===== config.mk =====
export PLATFORM = sky130hd
export DESIGN_NAME = wrc_ctrl
export DESIGN_NICKNAME = d
export VERILOG_FILES = /design/src/rtl/wrc_pkg.sv /design/src/rtl/wrc_ctrl.sv
export SDC_FILE = /design/constraint.sdc
export NUM_CORES = 1
export LEC_CHECK = 0
export BUFFER_PORTS_ARGS = -buffer_cell sky130_fd_sc_hd__buf_4
export CORE_AREA = 2 2 39 41
export CTS_BUF_LIST = sky130_fd_sc_hd__clkbuf_8
export CTS_CLUSTER_DIAMETER = 120
export CTS_CLUSTER_SIZE = 12
export DETAILED_ROUTE_END_ITERATION = 10
export DIE_AREA = 0 0 41 43
export PLACE_DENSITY = 0.74
export SETUP_SLACK_MARGIN = 0.2
export SLEW_MARGIN = 20
export SYNTH_ARGS = -nofsm -noshare
export SYNTH_HDL_FRONTEND = slang
export SYNTH_SLANG_ARGS = --single-unit

===== constraint.sdc =====
create_clock -name i_clk -period 2 [get_ports i_clk]
set_input_delay 0.1 -clock i_clk [delete_from_list [all_inputs] [get_ports i_clk]]
set_output_delay 0.1 -clock i_clk [all_outputs]
set_load 0.1 [all_outputs]

===== src/rtl/wrc_pkg.sv =====
`timescale 1ns / 1ps
package wrc_pkg;

    localparam int QUEUE_DEPTH = 32;
    localparam int ADDR_W      = $clog2(QUEUE_DEPTH);
    localparam int FILL_W      = $clog2(QUEUE_DEPTH + 1);

    localparam int FILE_W   = 16;
    localparam int PAGE_W   = 32;
    localparam int CNT_W    = 9;
    localparam int ADR48_W  = 48;
    localparam int LEN_W    = 32;
    localparam int PGB_W    = 17;
    localparam int SEGS_W   = 11;
    localparam int REQS_W   = 6;
    localparam int QCNT_W   = 6;
    localparam int PADDR_W  = 3;
    localparam int PDATA_W  = 32;

    localparam logic [PGB_W-1:0]  PAGE_BYTES_RST = PGB_W'(8192);
    localparam logic [SEGS_W-1:0] MAX_SEGS_RST   = SEGS_W'(16);

    typedef enum logic [1:0] {
        REQ_ENQ   = 2'd0,
        REQ_FLUSH = 2'd1,
        REQ_QUERY = 2'd2,
        REQ_RSVD  = 2'd3
    } t_req_type;

    typedef enum logic {
        KIND_WRITE = 1'b0,
        KIND_ACK   = 1'b1
    } t_kind;

    typedef enum logic {
        REG_PAGE_BYTES = 1'b0,
        REG_MAX_SEGS   = 1'b1
    } t_reg_sel;

    typedef enum logic [3:0] {
        S_IDLE,
        S_CALC,
        S_WALK_RD,
        S_WALK_EV,
        S_WALK_END,
        S_INS_START,
        S_INS_RD,
        S_INS_SH,
        S_INS_PUT,
        S_ACK
    } t_state;

    typedef struct packed {
        logic [FILE_W-1:0]  file;
        logic [ADR48_W-1:0] offset;
        logic [LEN_W-1:0]   length;
        logic [ADR48_W-1:0] buffer;
    } t_entry;

    typedef struct packed {
        logic latch_in;
        logic calc;
        logic walk_init;
        logic walk_rd;
        logic walk_step;
        logic walk_end;
        logic ins_init;
        logic ins_rd;
        logic ins_shift;
        logic ins_put;
        logic ack_emit;
    } t_cmd;

    typedef struct packed {
        logic              is_enq;
        logic              is_flush;
        logic              fill_zero;
        logic              full;
        logic              ahead;
        logic              j_is_one;
        logic              need_emit;
        logic              group_open;
        logic              k_last;
        logic              out_free;
        logic [FILL_W-1:0] fill;
    } t_status;

endpackage


===== src/rtl/wrc_ctrl.sv =====
`timescale 1ns / 1ps
module wrc_ctrl (
    input  logic             i_clk,
    input  logic             i_rst_n,
    input  logic             i_in_valid,
    input  wrc_pkg::t_status i_status,
    output logic             o_in_ready,
    output wrc_pkg::t_cmd    o_cmd
);
    import wrc_pkg::*;

    t_state r_state;
    t_state n_state;

    always_ff @(posedge i_clk) begin
        if (!i_rst_n) begin
            r_state <= S_IDLE;
        end else begin
            r_state <= n_state;
        end
    end

    always_comb begin
        n_state    = r_state;
        o_cmd      = '0;
        o_in_ready = 1'b0;
        unique case (r_state)
            S_IDLE: begin
                o_in_ready = 1'b1;
                if (i_in_valid) begin
                    o_cmd.latch_in = 1'b1;
                    n_state        = S_CALC;
                end
            end
            S_CALC: begin
                o_cmd.calc = 1'b1;
                if (i_status.is_enq) begin
                    if (i_status.full) begin
                        o_cmd.walk_init = 1'b1;
                        n_state         = S_WALK_RD;
                    end else begin
                        n_state = S_INS_START;
                    end
                end else if (i_status.is_flush) begin
                    o_cmd.walk_init = 1'b1;
                    n_state = i_status.fill_zero ? S_WALK_END : S_WALK_RD;
                end else begin
                    n_state = S_ACK;
                end
            end
            S_WALK_RD: begin
                o_cmd.walk_rd = 1'b1;
                n_state       = S_WALK_EV;
            end
            S_WALK_EV: begin
                // hold while a closed group cannot be handed to the output
                if (!(i_status.need_emit && !i_status.out_free)) begin
                    o_cmd.walk_step = 1'b1;
                    n_state = i_status.k_last ? S_WALK_END : S_WALK_RD;
                end
            end
            S_WALK_END: begin
                if (!(i_status.group_open && !i_status.out_free)) begin
                    o_cmd.walk_end = 1'b1;
                    n_state = i_status.is_enq ? S_INS_START : S_ACK;
                end
            end
            S_INS_START: begin
                o_cmd.ins_init = 1'b1;
                n_state = i_status.fill_zero ? S_INS_PUT : S_INS_RD;
            end
            S_INS_RD: begin
                o_cmd.ins_rd = 1'b1;
                n_state      = S_INS_SH;
            end
            S_INS_SH: begin
                if (i_status.ahead) begin
                    o_cmd.ins_shift = 1'b1;
                    if (i_status.j_is_one) begin
                        n_state = S_INS_PUT;
                    end
                end else begin
                    o_cmd.ins_put = 1'b1;
                    n_state       = S_ACK;
                end
            end
            S_INS_PUT: begin
                o_cmd.ins_put = 1'b1;
                n_state       = S_ACK;
            end
            S_ACK: begin
                if (i_status.out_free) begin
                    o_cmd.ack_emit = 1'b1;
                    n_state        = S_IDLE;
                end
            end
            default: n_state = S_IDLE;
        endcase
    end

endmodule


==> results.md <==
CTS:
- The clock root buffer is clkbuf_8.
- The buffer levels on the longest clock path is 2.
- Clock-pin slew was measured on the worst setup and hold paths at 0.03 ns.
- TritonCTS built the clock tree.
- Buffers inserted during clock tree synthesis total 3.
- The clock latency reported for the late side of the worst-skew pair is 0.22 ns.
- For this design, the sink count on the clock tree is 4.
- The number of setup buffers added after CTS is 0.
- The maximum level of the CTS H-tree is 1.

STA:
- At the pin with the least slew margin, the transition time is 0.482 ns.
- The max-slew violation count is 0.
- The post-route clock skew is 0.00126 ns.
- The number of hold violations in the final report is 0.
- Setup repair after global routing left no endpoint under its margin.
- The fraction of the cycle the final worst path needs is 87.0%.
- The final critical path time including I/O delays and setup is 1.74 ns.
- Setup violations remaining at the end of the flow were counted as 0.
- The maximum achievable frequency is 0.575 GHz.
- The worst pin sits at a relative slew slack of 67.4%.

Layout:
- Once layout is complete, the cells apart from fillers number 115.
- The final antenna diode count is 0.
- The number of nets at the end of the flow is 120.
- Leaving out fill and tap cells, the most frequent cells in the layout are buf_4, nand2_1, nor2_1.
- The register with the most flip-flops in the layout has 4 of them.
- In the final layout, the registers with the most flip-flops are r_state x4.
- Leaving out fill and tap cells, the most frequent cell in the layout is buf_4.
- The share of cells above drive strength 1 is 51.5%.
- From synthesis to final layout, the design area changed by 59.4%.
- Ranked by flip-flop count, first place goes to r_state.

GRT:
- The first global-routing pass estimated 2460 um of wire.
- The via count of the first global-routing pass is 590.
- The global-route usage over all layers is 20.3%.
- The overflow left after global routing is 0.
- The initial antenna violation count was 0.
- The largest net degree at the start of global routing is 15.

Floorplan:
- For this configuration, the core starts out at a cell density of 38.5%.
- Measured along the y axis, the die boundary spans 43 um.
- 31 I/O pins were placed.
- The die covers 0.00176 sq mm.
- In this run the horizontal extent of the chip is 41 um.
- The core box area is 0.00138 sq mm.
- The number of standard-cell rows in the floorplan is 14.

Logic synthesis:
- The top-area cell type share of the netlist area is 15.0%.
- Counting distinct cell types in the post-synthesis netlist gives 35.
- The number of instances in the synthesized netlist is 75.
- Of all cell types, the one taking the most synthesized area is dfxtp_1.
- Yosys attributes the largest share of cell area to dfxtp_1, nor2_1, nand2_1.
- The share of the yosys chip area belonging to registers is 15.0%.
- For this run, the number of Yosys warnings is 0.
- The synthesized netlist net count is 94.
- The mapped netlist covers 533 sq um.
- The predominant post-synthesis flop cell is dfxtp_1.
- After synthesis, the share of flip-flops with an asynchronous set or reset is 0%.
- The mean instance size in the synthesized netlist is 7.11 sq um.
- The synthesized design contains 0 enable-type register cells.
- After synthesis the netlist holds a flip-flop and latch count of 4.

Power and ir drop:
- VDD sags by at most 0.631 mV.
- The post-route total power is 0.814 mW.
- Summed over all cells, the static leakage comes to 0.356 nW.
- Dividing total power by cell area gives a power density of 958 mW/mm^2.

Worst setup path:
- The largest single stage delay on the critical path is 0.61 ns.
- At the worst endpoint, the required time is 1.90 ns.
- Data on the critical path arrives at its endpoint at 1.64 ns.
- The critical path goes through or4b_4, nor2_4, buf_4.
- Among all stages on the critical path, the largest delay is contributed by or4b_4.
- The endpoint kind of the worst setup timing path is an output pin.
- Together, buffers and inverters on the worst path number 1.
- The worst setup path is launched from a flop.
- The setup path with the least slack is of type reg2out.
- In this run the worst path has a maximum fanout of 13.
- The gate family responsible for the most delay along the worst path is simple AND/OR/NAND/NOR gates.

Drt:
- In the routed design, unresolved DRC markers number 0.
- After detailed routing, the total wire length is 1600 um.
- The total iterations of the first detailed-routing run is 4.
- The remaining antenna violation count is 0.
- The total number of vias is 657.
- The average vias per placed instance is 5.71.
- The initial DRC count is 19.
- In the final routed layout, each cell accounts on average for 13.9 um.

Run status:
- The flow ran to the end, and the final reports show no timing, DRC or antenna violations.

Worst hold path:
- The type of the tightest min-delay check is in2reg.

Place:
- Summed over all nets, the half-perimeter wirelength after detailed placement is 1250 um.
- Port buffering added 24 buffers.
- The cell count after placement is 112.
- The final estimated routing congestion in global placement is 0.853.

Job:
- Max-cap violations in this run came to 0.
-- path summary, 6_finish.rpt --
| kind | start | end | slack [ns] | cells past startpoint |
|---|---|---|---|---|
| hold reg to reg | r_state[1] | r_state[1] | 0.59 | 2 |
| hold / removal | i_rst_n | r_state[0] | 0.12 | 2 |
| setup reg to reg | r_state[3] | r_state[3] | 0.36 | 4 |
| setup / recovery | r_state[1] | o_cmd[8] | 0.26 | 3 |
-- kinds of logic (layout without fill, tap and decap cells) --
logic type	after synthesis	after routing	share of synthesized area [%]
AOI/OAI and AO/OA	22	22	33.6
DFF	4	4	15.0
buffers and inverters	9	33	8.68
muxes	2	2	3.99
and+or+nand+nor	38	38	38.7
-- cells in the mapped netlist (all sizes together) (2+ instances only) --
cell type,n
nor2,10
nand2,7
buf,5
nor3,5
dfxtp,4
inv,4
nand2b,4
a31oi,3
o21ai,3
nand3,2
nand3b,2
nor2b,2
nor3b,2
nor4,2
o211a,2
-- layout make-up --
cell class / instances / area, sq um
clock buffer: 3 / 41.3
tap: 16 / 20.0
sequential: 4 / 83.8
multi-input combinational: 62 / 487
inverter: 4 / 18.8
timing repair buffer: 26 / 199
fill: 136 / 534
-- power breakdown --
part	internal, mW	switching [mW]
combinational	0.160	0.351
sequential	0.0943	0.0396
clock	0.128	0.0403
total	0.383	0.431
-- per-stage QoR --
| step | worst slack, ns | setup TNS [ns] | cell area (sq um) | hold WS, ns | utilization [%] |
|---|---|---|---|---|---|
| floorplan | -0.195 | -0.195 | 638 | 0.217 | - |
| global route | 0.206 | 0 | 850 | 0.128 | 61.4 |
| finish | 0.260 | 0 | 850 | 0.125 | 61.4 |
| CTS | 0.228 | 0 | 846 | 0.123 | 61.1 |
| detailed placement | 0.332 | 0 | 803 | 0.351 | 58.0 |
| global placement | 0.336 | 0 | 803 | 0.340 | 58.0 |
-- per-layer routing --
metal	vias up	share of wire, %	GRT usage (%)
met4	0	0.87	11.3
li1	324	-	-
met5	-	0	0
met1	306	40	25.8
met3	2	6.0	2.62
met2	25	53	31.3
-- worst register-to-register path, delay by kind of cell (launching register included) --
family	cells	cell delay (ns)
compound gates	2	0.70
buf+inv	1	0.21
flops	1	0.40
simple gates	1	0.28
-- what timing repair did --
action                     CTS  global route
resized for setup            1             1
hold buffers                 0             0
setup endpoints to repair    3             1
Note: power is estimated with default switching activity, not from simulation.
